$ cat config.mk
export PLATFORM = sky130hd
export DESIGN_NAME = ntp_offset_delay_jitter
export DESIGN_NICKNAME = d
export VERILOG_FILES = /design/src/hw/rtl/nodj_pkg.sv /design/src/hw/rtl/nodj_ram.sv /design/src/hw/rtl/nodj_front.sv /design/src/hw/rtl/nodj_queue.sv /design/src/hw/rtl/nodj_back.sv /design/src/hw/rtl/ntp_offset_delay_jitter.sv
export SDC_FILE = /design/constraint.sdc
export NUM_CORES = 2
export LEC_CHECK = 0
export BUFFER_PORTS_ARGS = -buffer_cell sky130_fd_sc_hd__buf_2
export CAP_MARGIN = 10
export CORE_MARGIN = 2
export CORE_UTILIZATION = 57
export DETAILED_ROUTE_END_ITERATION = 7
export HOLD_SLACK_MARGIN = 0.05
export PLACE_DENSITY = 0.76
export SYNTH_ARGS = -nofsm -noshare
export SYNTH_HDL_FRONTEND = slang
export SYNTH_SLANG_ARGS = --single-unit
$ cat constraint.sdc
create_clock -name clk -period 19.15 [get_ports clk]
set_input_delay 1.915 -clock clk [delete_from_list [all_inputs] [get_ports clk]]
set_output_delay 1.915 -clock clk [all_outputs]
set_load 0.02 [all_outputs]
$ cat src/hw/rtl/nodj_pkg.sv
// ----------------------------------------------------------------------------
// nodj_pkg: shared types and constants
// Field widths, the nanosecond scale factor and the record that passes from
// the front end to the back end through the queue.
// ----------------------------------------------------------------------------
`timescale 1ns / 1ps
`default_nettype none

package nodj_pkg;

	// Field widths
	localparam int TS_W  = 64;
	localparam int NS_W  = 63;
	localparam int JIT_W = 56;

	// Magnitude of a signed sum of four timestamps, in 2^-32 s units
	localparam int MAG_W = 65;

	// Stream data widths (fields packed, padded to whole bytes)
	localparam int IN_TDATA_W  = 4 * TS_W;
	localparam int OUT_TDATA_W = ((3 * NS_W + JIT_W + 7) / 8) * 8;

	// Nanoseconds per second
	localparam logic [29:0] NS_PER_S = 30'd1000000000;

	// Saturation limits
	localparam logic signed [NS_W-1:0] NS_POS_MAX = {1'b0, {(NS_W-1){1'b1}}};
	localparam logic signed [NS_W-1:0] NS_NEG_MIN = {1'b1, {(NS_W-1){1'b0}}};
	localparam logic [JIT_W-1:0]       JIT_MAX    = {JIT_W{1'b1}};

	// Classified exchange: sign and magnitude of the offset and delay sums
	typedef struct packed {
		logic             off_neg;
		logic [MAG_W-1:0] off_mag;
		logic             del_neg;
		logic [MAG_W-1:0] del_mag;
	} item_t;

endpackage

`default_nettype wire

$ cat src/hw/rtl/nodj_ram.sv
// ----------------------------------------------------------------------------
// nodj_ram: generic single-write, single-read RAM
// One write port and one read port, read data registered.
// ----------------------------------------------------------------------------
`timescale 1ns / 1ps
`default_nettype none

module nodj_ram #(
	parameter int WIDTH = 8,
	parameter int DEPTH = 8
) (
	input  wire                                   clk,
	input  wire                                   we,
	input  wire  [((DEPTH > 1) ? $clog2(DEPTH) : 1)-1:0] waddr,
	input  wire  [WIDTH-1:0]                      wdata,
	input  wire                                   re,
	input  wire  [((DEPTH > 1) ? $clog2(DEPTH) : 1)-1:0] raddr,
	output logic [WIDTH-1:0]                      rdata
);

	logic [WIDTH-1:0] mem_q [DEPTH];

	// Write port
	always_ff @(posedge clk) begin
		if (we) begin
			mem_q[waddr] <= wdata;
		end
	end

	// Registered read port
	always_ff @(posedge clk) begin
		if (re) begin
			rdata <= mem_q[raddr];
		end
	end

endmodule

`default_nettype wire

$ cat src/hw/rtl/nodj_front.sv
// ----------------------------------------------------------------------------
// nodj_front: exchange intake and classification
// Takes the four timestamps, forms the offset and delay sums in 2^-32 s
// units and splits them into sign and magnitude for the back end.
// ----------------------------------------------------------------------------
`timescale 1ns / 1ps
`default_nettype none

module nodj_front (
	input  wire                           clk,
	input  wire                           arst_n,
	input  wire                           in_valid,
	output logic                          in_ready,
	input  wire  [nodj_pkg::TS_W-1:0]     client_send_time,
	input  wire  [nodj_pkg::TS_W-1:0]     server_receive_time,
	input  wire  [nodj_pkg::TS_W-1:0]     server_transmit_time,
	input  wire  [nodj_pkg::TS_W-1:0]     client_receive_time,
	output logic                          push,
	input  wire                           push_ready,
	output nodj_pkg::item_t               push_item
);

	localparam int DW = nodj_pkg::TS_W + 1;

	logic                 v_s1_q;
	logic signed [DW-1:0] d_a_s1;
	logic signed [DW-1:0] d_b_s1;
	logic signed [DW:0]   u_off;
	logic signed [DW:0]   u_del;
	logic        [DW:0]   m_off;
	logic        [DW:0]   m_del;
	logic                 accept;

	assign in_ready = !v_s1_q || push_ready;
	assign accept   = in_valid && in_ready;
	assign push     = v_s1_q;

	// Stage 1: pairwise differences T2-T1 and T3-T4
	always_ff @(posedge clk or negedge arst_n) begin
		if (!arst_n) begin
			v_s1_q <= 1'b0;
		end else if (in_ready) begin
			v_s1_q <= in_valid;
		end
	end

	always_ff @(posedge clk) begin
		if (accept) begin
			d_a_s1 <= $signed({1'b0, server_receive_time}) - $signed({1'b0, client_send_time});
			d_b_s1 <= $signed({1'b0, server_transmit_time}) - $signed({1'b0, client_receive_time});
		end
	end

	// Offset sum is a+b, delay sum is a-b; then sign and magnitude
	always_comb begin
		u_off = {d_a_s1[DW-1], d_a_s1} + {d_b_s1[DW-1], d_b_s1};
		u_del = {d_a_s1[DW-1], d_a_s1} - {d_b_s1[DW-1], d_b_s1};
		m_off = u_off[DW] ? -u_off : u_off;
		m_del = u_del[DW] ? -u_del : u_del;
		push_item.off_neg = u_off[DW];
		push_item.off_mag = m_off[nodj_pkg::MAG_W-1:0];
		push_item.del_neg = u_del[DW];
		push_item.del_mag = m_del[nodj_pkg::MAG_W-1:0];
	end

endmodule

`default_nettype wire

$ cat src/hw/rtl/nodj_queue.sv
// ----------------------------------------------------------------------------
// nodj_queue: two-entry queue between front and back end
// Holds classified exchanges so that either side can stall on its own.
// ----------------------------------------------------------------------------
`timescale 1ns / 1ps
`default_nettype none

module nodj_queue (
	input  wire               clk,
	input  wire               arst_n,
	input  wire               push,
	output logic              push_ready,
	input  nodj_pkg::item_t   push_item,
	output logic              pop_valid,
	input  wire               pop,
	output nodj_pkg::item_t   pop_item
);

	nodj_pkg::item_t entry_q [2];
	logic            wr_ptr_q;
	logic            rd_ptr_q;
	logic [1:0]      count_q;
	logic            do_push;
	logic            do_pop;

	assign push_ready = (count_q != 2'd2);
	assign pop_valid  = (count_q != 2'd0);
	assign pop_item   = entry_q[rd_ptr_q];
	assign do_push    = push && push_ready;
	assign do_pop     = pop && pop_valid;

	// Pointers and fill count
	always_ff @(posedge clk or negedge arst_n) begin
		if (!arst_n) begin
			wr_ptr_q <= 1'b0;
			rd_ptr_q <= 1'b0;
			count_q  <= 2'd0;
		end else begin
			if (do_push) begin
				wr_ptr_q <= !wr_ptr_q;
			end
			if (do_pop) begin
				rd_ptr_q <= !rd_ptr_q;
			end
			if (do_push && !do_pop) begin
				count_q <= count_q + 2'd1;
			end else if (do_pop && !do_push) begin
				count_q <= count_q - 2'd1;
			end
		end
	end

	// Entry storage
	always_ff @(posedge clk) begin
		if (do_push) begin
			entry_q[wr_ptr_q] <= push_item;
		end
	end

endmodule

`default_nettype wire

$ cat src/hw/rtl/nodj_back.sv
// ----------------------------------------------------------------------------
// nodj_back: nanosecond scaling, delay-change window and jitter divider
// Scales both sums to ns with a shared 33x30 multiplier, saturates, updates
// the change window and divides its total by the fill count bit-serially.
// ----------------------------------------------------------------------------
`timescale 1ns / 1ps
`default_nettype none

module nodj_back #(
	parameter int WINDOW_DEPTH = 8
) (
	input  wire                                clk,
	input  wire                                arst_n,
	input  wire                                pop_valid,
	output logic                               pop,
	input  nodj_pkg::item_t                    pop_item,
	output logic                               out_valid,
	input  wire                                out_ready,
	output logic signed [nodj_pkg::NS_W-1:0]   ofs_nsec,
	output logic signed [nodj_pkg::NS_W-1:0]   dly_nsec,
	output logic        [nodj_pkg::JIT_W-1:0]  jit_nsec,
	output logic signed [nodj_pkg::NS_W-1:0]   dlt_nsec
);

	localparam int NS_W   = nodj_pkg::NS_W;
	localparam int JIT_W  = nodj_pkg::JIT_W;
	localparam int PW     = (WINDOW_DEPTH > 1) ? $clog2(WINDOW_DEPTH) : 1;
	localparam int CNT_W  = $clog2(WINDOW_DEPTH + 1);
	localparam int TW     = JIT_W + $clog2(WINDOW_DEPTH);
	localparam int DIV_CW = $clog2(TW + 1);
	localparam int PROD_W = 63;

	typedef enum logic [6:0] {
		ST_IDLE = 7'b0000001,
		ST_MUL  = 7'b0000010,
		ST_SAT  = 7'b0000100,
		ST_UPD  = 7'b0001000,
		ST_WIN  = 7'b0010000,
		ST_DIV  = 7'b0100000,
		ST_DONE = 7'b1000000
	} state_t;

	state_t                   state_q;
	nodj_pkg::item_t          item_q;
	logic [2:0]               mul_cnt_q;
	logic [PROD_W-1:0]        prod_s1;
	logic [63:0]              m_off_q;
	logic [63:0]              m_del_q;
	logic signed [NS_W-1:0]   offset_q;
	logic signed [NS_W-1:0]   delay_q;
	logic signed [NS_W-1:0]   delta_q;
	logic signed [NS_W-1:0]   prev_q;
	logic [JIT_W-1:0]         change_q;
	logic                     win_q;
	logic [PW-1:0]            pos_q;
	logic [CNT_W-1:0]         cnt_q;
	logic [TW-1:0]            total_q;
	logic [TW-1:0]            dvd_q;
	logic [CNT_W-1:0]         rem_q;
	logic [DIV_CW-1:0]        div_cnt_q;
	logic [JIT_W-1:0]         jitter_q;
	logic                     out_valid_q;

	logic [32:0]              mul_op;
	logic [JIT_W-1:0]         ram_rdata;
	logic [JIT_W-1:0]         old_change;
	logic [TW-1:0]            total_nxt;
	logic [CNT_W-1:0]         cnt_nxt;
	logic                     ram_we;
	logic signed [NS_W:0]     delta_sum;
	logic signed [NS_W:0]     diff;
	logic [NS_W:0]            diff_mag;
	logic [CNT_W:0]           rem_sh;
	logic                     rem_ge;
	logic [CNT_W:0]           rem_sub;
	logic                     load_out;

	// Sign and magnitude to saturated two's complement ns
	function automatic logic signed [NS_W-1:0] sat_ns(input logic neg, input logic [63:0] m);
		logic signed [NS_W-1:0] r;
		if (m[63:62] != 2'b00) begin
			r = neg ? nodj_pkg::NS_NEG_MIN : nodj_pkg::NS_POS_MAX;
		end else begin
			r = neg ? -$signed(m[NS_W-1:0]) : $signed(m[NS_W-1:0]);
		end
		return r;
	endfunction

	assign pop       = (state_q == ST_IDLE) && pop_valid;
	assign out_valid = out_valid_q;
	assign load_out  = (state_q == ST_DONE) && (!out_valid_q || out_ready);

	// Multiplier operand: offset low, offset high, delay low, delay high
	always_comb begin
		case (mul_cnt_q[1:0])
			2'd0:    mul_op = {1'b0, item_q.off_mag[31:0]};
			2'd1:    mul_op = item_q.off_mag[nodj_pkg::MAG_W-1:32];
			2'd2:    mul_op = {1'b0, item_q.del_mag[31:0]};
			default: mul_op = item_q.del_mag[nodj_pkg::MAG_W-1:32];
		endcase
	end

	// Delta, delay change and window update arithmetic
	always_comb begin
		delta_sum  = {offset_q[NS_W-1], offset_q} + {delay_q[NS_W-1], delay_q};
		diff       = {delay_q[NS_W-1], delay_q} - {prev_q[NS_W-1], prev_q};
		diff_mag   = diff[NS_W] ? -diff : diff;
		old_change = (cnt_q == CNT_W'(WINDOW_DEPTH)) ? ram_rdata : '0;
		total_nxt  = total_q - TW'(old_change) + TW'(change_q);
		cnt_nxt    = (cnt_q == CNT_W'(WINDOW_DEPTH)) ? cnt_q : cnt_q + CNT_W'(1);
		ram_we     = (state_q == ST_WIN) && win_q;
		rem_sh     = {rem_q, dvd_q[TW-1]};
		rem_ge     = rem_sh >= {1'b0, cnt_q};
		rem_sub    = rem_sh - {1'b0, cnt_q};
	end

	// Sequencer and window state
	always_ff @(posedge clk or negedge arst_n) begin
		if (!arst_n) begin
			state_q     <= ST_IDLE;
			mul_cnt_q   <= '0;
			div_cnt_q   <= '0;
			prev_q      <= '0;
			pos_q       <= '0;
			cnt_q       <= '0;
			total_q     <= '0;
			jitter_q    <= '0;
			win_q       <= 1'b0;
			out_valid_q <= 1'b0;
		end else begin
			if (out_valid_q && out_ready && !load_out) begin
				out_valid_q <= 1'b0;
			end
			unique case (state_q)
				ST_IDLE: begin
					if (pop_valid) begin
						mul_cnt_q <= '0;
						state_q   <= ST_MUL;
					end
				end
				ST_MUL: begin
					mul_cnt_q <= mul_cnt_q + 3'd1;
					if (mul_cnt_q == 3'd4) begin
						state_q <= ST_SAT;
					end
				end
				ST_SAT: begin
					state_q <= ST_UPD;
				end
				ST_UPD: begin
					win_q   <= !prev_q[NS_W-1] && (prev_q != '0);
					state_q <= ST_WIN;
				end
				ST_WIN: begin
					prev_q <= delay_q;
					if (win_q) begin
						total_q   <= total_nxt;
						cnt_q     <= cnt_nxt;
						pos_q     <= (pos_q == PW'(WINDOW_DEPTH - 1)) ? '0 : pos_q + PW'(1);
						div_cnt_q <= '0;
						state_q   <= ST_DIV;
					end else begin
						state_q <= ST_DONE;
					end
				end
				ST_DIV: begin
					div_cnt_q <= div_cnt_q + DIV_CW'(1);
					if (div_cnt_q == DIV_CW'(TW - 1)) begin
						jitter_q <= {dvd_q[JIT_W-2:0], rem_ge};
						state_q  <= ST_DONE;
					end
				end
				ST_DONE: begin
					if (load_out) begin
						out_valid_q <= 1'b1;
						state_q     <= ST_IDLE;
					end
				end
				default: begin
					state_q <= ST_IDLE;
				end
			endcase
		end
	end

	// Datapath registers
	always_ff @(posedge clk) begin
		if (pop) begin
			item_q <= pop_item;
		end
		// Partial product, then fold into the ns magnitude
		if (state_q == ST_MUL) begin
			prod_s1 <= PROD_W'(mul_op) * PROD_W'(nodj_pkg::NS_PER_S);
			case (mul_cnt_q)
				3'd1:    m_off_q <= {34'd0, prod_s1[61:32]};
				3'd2:    m_off_q <= m_off_q + {1'b0, prod_s1};
				3'd3:    m_del_q <= {34'd0, prod_s1[61:32]};
				3'd4:    m_del_q <= m_del_q + {1'b0, prod_s1};
				default: m_del_q <= m_del_q;
			endcase
		end
		if (state_q == ST_SAT) begin
			offset_q <= sat_ns(item_q.off_neg, m_off_q >> 1);
			delay_q  <= sat_ns(item_q.del_neg, m_del_q);
		end
		if (state_q == ST_UPD) begin
			if (delta_sum[NS_W] != delta_sum[NS_W-1]) begin
				delta_q <= delta_sum[NS_W] ? nodj_pkg::NS_NEG_MIN : nodj_pkg::NS_POS_MAX;
			end else begin
				delta_q <= delta_sum[NS_W-1:0];
			end
			change_q <= (diff_mag[NS_W:JIT_W] != '0) ? nodj_pkg::JIT_MAX : diff_mag[JIT_W-1:0];
		end
		// Restoring division of the window total by the fill count
		if (state_q == ST_WIN) begin
			dvd_q <= total_nxt;
			rem_q <= '0;
		end else if (state_q == ST_DIV) begin
			dvd_q <= {dvd_q[TW-2:0], rem_ge};
			rem_q <= rem_ge ? rem_sub[CNT_W-1:0] : rem_sh[CNT_W-1:0];
		end
		// Output transaction register, held while stalled
		if (load_out) begin
			ofs_nsec <= offset_q;
			dly_nsec <= delay_q;
			jit_nsec <= jitter_q;
			dlt_nsec <= delta_q;
		end
	end

	// Delay-change window; entries not yet written read as zero via cnt_q
	nodj_ram #(
		.WIDTH (JIT_W),
		.DEPTH (WINDOW_DEPTH)
	) u_ring (
		.clk   (clk),
		.we    (ram_we),
		.waddr (pos_q),
		.wdata (change_q),
		.re    (pop),
		.raddr (pos_q),
		.rdata (ram_rdata)
	);

endmodule

`default_nettype wire

$ cat src/hw/rtl/ntp_offset_delay_jitter.sv
// ----------------------------------------------------------------------------
// ntp_offset_delay_jitter: time-sync exchange evaluator
// Computes clock offset, round-trip delay, delta and delay jitter in ns
// from one exchange of four 32.32 timestamps.
// ----------------------------------------------------------------------------
//  channel   dir   width  fields (lowest bit first)
//  s_axis    in    256    client_send_time, server_receive_time,
//                         server_transmit_time, client_receive_time
//  m_axis    out   248    ofs_nsec, dly_nsec, jit_nsec, dlt_nsec, pad
//
//  Front end: an accepted exchange is registered in stage 1, then pushed to
//  the queue. Back end: pops only when idle, never before the last exchange
//  is done; multiply, saturate, update and window steps, plus the bit-serial
//  divider for the window mean when the window is updated. arst_n clears all
//  control state and the window (fill count zero). A stalled output holds the
//  back end once the output register is full; the 2-entry queue still accepts.
// ----------------------------------------------------------------------------
`timescale 1ns / 1ps
`default_nettype none

module ntp_offset_delay_jitter #(
	parameter int WINDOW_DEPTH = 8
) (
	input  wire                                  clk,
	input  wire                                  arst_n,
	input  wire                                  s_axis_tvalid,
	output logic                                 s_axis_tready,
	// client_send_time, server_receive_time, server_transmit_time, client_receive_time
	input  wire  [nodj_pkg::IN_TDATA_W-1:0]      s_axis_tdata,
	output logic                                 m_axis_tvalid,
	input  wire                                  m_axis_tready,
	// ofs_nsec, dly_nsec, jit_nsec, dlt_nsec, zero pad
	output logic [nodj_pkg::OUT_TDATA_W-1:0]     m_axis_tdata
);

	localparam int TS_W = nodj_pkg::TS_W;
	localparam int PAD_W = nodj_pkg::OUT_TDATA_W - 3 * nodj_pkg::NS_W - nodj_pkg::JIT_W;

	logic                                push;
	logic                                push_ready;
	nodj_pkg::item_t                     push_item;
	logic                                pop_valid;
	logic                                pop;
	nodj_pkg::item_t                     pop_item;
	logic signed [nodj_pkg::NS_W-1:0]    ofs_nsec;
	logic signed [nodj_pkg::NS_W-1:0]    dly_nsec;
	logic        [nodj_pkg::JIT_W-1:0]   jit_nsec;
	logic signed [nodj_pkg::NS_W-1:0]    dlt_nsec;

	nodj_front u_front (
		.clk                  (clk),
		.arst_n               (arst_n),
		.in_valid             (s_axis_tvalid),
		.in_ready             (s_axis_tready),
		.client_send_time     (s_axis_tdata[TS_W-1:0]),
		.server_receive_time  (s_axis_tdata[2*TS_W-1:TS_W]),
		.server_transmit_time (s_axis_tdata[3*TS_W-1:2*TS_W]),
		.client_receive_time  (s_axis_tdata[4*TS_W-1:3*TS_W]),
		.push                 (push),
		.push_ready           (push_ready),
		.push_item            (push_item)
	);

	nodj_queue u_queue (
		.clk        (clk),
		.arst_n     (arst_n),
		.push       (push),
		.push_ready (push_ready),
		.push_item  (push_item),
		.pop_valid  (pop_valid),
		.pop        (pop),
		.pop_item   (pop_item)
	);

	nodj_back #(
		.WINDOW_DEPTH (WINDOW_DEPTH)
	) u_back (
		.clk       (clk),
		.arst_n    (arst_n),
		.pop_valid (pop_valid),
		.pop       (pop),
		.pop_item  (pop_item),
		.out_valid (m_axis_tvalid),
		.out_ready (m_axis_tready),
		.ofs_nsec  (ofs_nsec),
		.dly_nsec  (dly_nsec),
		.jit_nsec  (jit_nsec),
		.dlt_nsec  (dlt_nsec)
	);

	assign m_axis_tdata = {{PAD_W{1'b0}}, dlt_nsec, jit_nsec, dly_nsec, ofs_nsec};

endmodule

`default_nettype wire

==> flow_results.xml <==
<?xml version="1.0" encoding="UTF-8"?>
<metrics>
  <group name="outcome">
    <metric name="status" unit="">finished, final reports clean</metric>
  </group>
  <group name="grt">
    <metric name="grt_remaining_overflow" unit="">0</metric>
    <metric name="grt_max_degree" unit="">183</metric>
    <metric name="first_global_vias" unit="">91500</metric>
    <metric name="grt_first_pass_wirelength" unit="µm">541000</metric>
    <metric name="antenna_found_initial" unit="">14</metric>
    <metric name="track_usage" unit="%">31.6</metric>
  </group>
  <group name="routing">
    <metric name="count_of_unresolved_drc_violations_after_routing" unit="">0</metric>
    <metric name="viasPerCell" unit="">6.19</metric>
    <metric name="drt-wirelength-per-cell" unit="µm">23.8</metric>
    <metric name="firstDrtPassIters" unit="">6</metric>
    <metric name="vias" unit="">93000</metric>
    <metric name="dr.first_iter.drc_count" unit="">9577</metric>
    <metric name="drt.antenna.violating_nets" unit="">0</metric>
    <metric name="routed_wirelength" unit="µm">358000</metric>
  </group>
  <group name="sta">
    <metric name="skew" unit="ps">94.0</metric>
    <metric name="unrepaired_setup_endpoints_after_global_routing" unit="">false</metric>
    <metric name="worstMarginPinSlew" unit="ps">1260</metric>
    <metric name="setup_total_negative_slack" unit="ps">0</metric>
    <metric name="fmaxAchievable" unit="MHz">102</metric>
    <metric name="timing.final.hold_violations" unit="">0</metric>
    <metric name="timing.slew.headroom" unit="%">16.2</metric>
    <metric name="timing_max_transition_violations_final" unit="">0</metric>
    <metric name="setup_viol_count_final" unit="">0</metric>
    <metric name="timing.final.crit_share" unit="%">51.1</metric>
    <metric name="final.setup.worst_slack" unit="ps">9370</metric>
    <metric name="final_period_minus_worst_setup_slack" unit="ps">9780</metric>
  </group>
  <group name="placement">
    <metric name="io_buffer_count" unit="">506</metric>
    <metric name="dp.final_hpwl" unit="µm">269000</metric>
    <metric name="gp_congestion" unit="">0.962</metric>
    <metric name="dpl_worst_slack" unit="ps">9530</metric>
  </group>
  <group name="setup_path">
    <metric name="timing.critical_path.fanout_max" unit="">40</metric>
    <metric name="critPathSlowestCell" unit="">mux2i_1</metric>
    <metric name="critPathArrivalTime" unit="ps">10320</metric>
    <metric name="setup.worst_path.start_class" unit="">flip-flop</metric>
    <metric name="cp_top_family" unit="">adder cells</metric>
    <metric name="cp_num_buf_inv" unit="">4</metric>
    <metric name="worst_r2r_startpoint" unit="">u_back.mul_cnt_q[0]$_DFFE_PN0P_</metric>
    <metric name="setup.worst_path.start" unit="">u_back.mul_cnt_q[0]$_DFFE_PN0P_</metric>
    <metric name="worstSetupPathType" unit="">flip-flop to flip-flop</metric>
    <metric name="crit_path_end_kind" unit="">flip-flop</metric>
    <metric name="critical_path.most_common_cell" unit="">fa_1</metric>
    <metric name="slowest_delay" unit="ps">900</metric>
    <metric name="cp.required" unit="ps">19690</metric>
  </group>
  <group name="floorplan">
    <metric name="die_h" unit="µm">472</metric>
    <metric name="die_w" unit="µm">472</metric>
    <metric name="core_area" unit="mm²">0.217</metric>
    <metric name="die_area" unit="mm²">0.222</metric>
    <metric name="floorplan.rows" unit="">171</metric>
    <metric name="floorplan.io_pins" unit="">510</metric>
    <metric name="initial_core_utilization" unit="%">57.4</metric>
  </group>
  <group name="synthesis">
    <metric name="ys_dominant_reg_cell" unit="">edfxtp_1</metric>
    <metric name="synthArstFlopShare" unit="%">10.6</metric>
    <metric name="muxShareOfSynthArea" unit="%">2.39</metric>
    <metric name="synth_adder_area_share" unit="%">14.7</metric>
    <metric name="synthXorXnorAreaFrac" unit="%">4.98</metric>
    <metric name="synth.lib_cells_used.distinct" unit="">108</metric>
    <metric name="post_synth_and_or_nand_nor_area_fraction" unit="%">11.1</metric>
    <metric name="synth_warnings" unit="">0</metric>
    <metric name="synthCells" unit="">11600</metric>
    <metric name="synth_edf_count" unit="">1757</metric>
    <metric name="synth_top_family_by_area" unit="">compound AO/OA/AOI/OAI gates</metric>
    <metric name="synthesis.area" unit="mm²">0.125</metric>
    <metric name="synth.ff_latch_count" unit="">1969</metric>
    <metric name="synth-compound-area-share" unit="%">15.1</metric>
    <metric name="syn_area_per_cell" unit="µm²">10.8</metric>
    <metric name="synth.yosys.seq_area_share" unit="%">46.6</metric>
  </group>
  <group name="final_layout">
    <metric name="layout_common_cells" unit="">1757 x edfxtp_1, 1274 x inv_1, 840 x ha_1</metric>
    <metric name="area_growth_syn_to_layout" unit="%">9.84</metric>
    <metric name="final_nets" unit="">13500</metric>
    <metric name="most_common_cell_after_layout_fill_and_taps_aside" unit="">edfxtp_1</metric>
    <metric name="drive_above_1_share" unit="%">10.5</metric>
    <metric name="final_core_utilization" unit="%">63.0</metric>
  </group>
  <group name="cts">
    <metric name="maximum_level_of_the_cts_h_tree" unit="">4</metric>
    <metric name="clock_sink_count" unit="">1969</metric>
    <metric name="cts_inserted_buffers" unit="">201</metric>
    <metric name="clock_insertion_delay_worst_skew" unit="ps">890</metric>
    <metric name="clock_slew_seen_by_the_registers_of_the_worst_setup_and_hold_paths" unit="ps">70</metric>
    <metric name="clock_tree_from_tritoncts" unit="">done</metric>
    <metric name="clock-root-buffer" unit="">clkbuf_16</metric>
    <metric name="postCtsResizedCells" unit="">0</metric>
    <metric name="cts_hold_buf" unit="">0</metric>
    <metric name="clock_tree.buffer_depth" unit="">3</metric>
    <metric name="cts_setup_buffers" unit="">0</metric>
  </group>
  <group name="job">
    <metric name="timing.max_cap.violations" unit="">0</metric>
  </group>
  <group name="min_path">
    <metric name="holdCritPathClass" unit="">flip-flop to flip-flop</metric>
    <metric name="worst_hold_startpoint" unit="">u_back.delta_q[59]$_DFFE_PP_</metric>
  </group>
</metrics>
-- cells in the mapped netlist, drive strengths merged (75+ instances only) --
cell type,n,area [µm²]
edfxtp,1757,52800
inv,1277,4790
ha,841,10500
a21oi,813,4090
nand2,798,3000
o21ai,614,3080
nor2,612,2300
xnor2,453,3970
fa,382,7650
a21o,349,2620
clkbuf,343,1290
xor2,256,2240
a22oi,254,1910
nand3,244,1220
mux2,226,2540
dfrtp,207,5180
nor3,195,1000
nand4,155,976
and2,122,763
nor2b,103,644
o21bai,101,758
nand2b,100,626
or3,92,576
a211oi,89,683
a31oi,88,557
and3,85,532
o21a,85,638
nor4,75,484
o31ai,75,563
-- layout make-up --
| class | count | area (µm²) |
|---|---|---|
| antenna | 7 | 17.5 |
| fill | 17000 | 80300 |
| tap | 2854 | 3570 |
| clock buffer | 239 | 5200 |
| multi-input combinational | 7936 | 60400 |
| sequential | 1969 | 58100 |
| inverter | 1279 | 4810 |
| timing repair buffer | 603 | 3280 |
| clock inverter | 138 | 1610 |
-- metrics by stage --
step / hold WS (ps) / cells / instance area (µm²)
after floorplan: 400 / 11600 / 125000
after global placement: 404 / 14600 / 130000
after CTS: 418 / 15000 / 137000
final: 418 / 15000 / 137000
after detailed placement: 405 / 14600 / 130000
after global routing: 426 / 15000 / 137000
-- worst paths after layout --
check                                                   to  slack (ps)  cells past startpoint
max                           u_back.prod_s1[61]$_DFFE_PP_        9370                     28
min                          u_back.dlt_nsec[59]$_DFFE_PP_         420                      0
max reg2reg                   u_back.prod_s1[61]$_DFFE_PP_        9370                     28
min reg2reg                  u_back.dlt_nsec[59]$_DFFE_PP_         420                      0
max in group asynchronous     u_queue.rd_ptr_q$_DFFE_PN0P_       16590                      2
min in group asynchronous  u_back.jitter_q[54]$_DFFE_PN0P_        1040                      1
-- routing by layer --
layer	vias to the layer above	global-route usage, %	part of all wire [%]
met1	45600	41.4	40
met3	743	4.50	7.4
li1	42700	-	-
met5	-	0	0.023
met2	3945	52.8	48
met4	12	12.8	4.5
-- flip-flops by register name (all words and copies together) (netlist names), 59 cells and up --
register,flops
u_back.delay_q,63
u_back.delta_q,63
u_back.dlt_nsec,63
u_back.dly_nsec,63
u_back.dvd_q,59
u_back.item_q,131
u_back.m_del_q,64
u_back.m_off_q,63
u_back.offset_q,63
u_back.ofs_nsec,63
u_back.prev_q,63
u_back.total_q,59
u_back.u_ring.mem_q,448
u_front.d_a_s1,65
u_front.d_b_s1,65
u_queue.entry_q,262
-- cells by family (layout without fill, tap and decap cells) --
kind of cell | Yosys count | in the layout
compound gates | 2920 | 2920
simple gates | 2802 | 2802
flops | 1969 | 1969
buf+inv | 1692 | 2259
fa+ha+maj | 1233 | 1233
xor+xnor | 709 | 709
mux | 269 | 269
other cells | 1 | 10
Power is not shown: default switching activity piles up to over one toggle a cycle in this logic, so the estimate is an artifact.
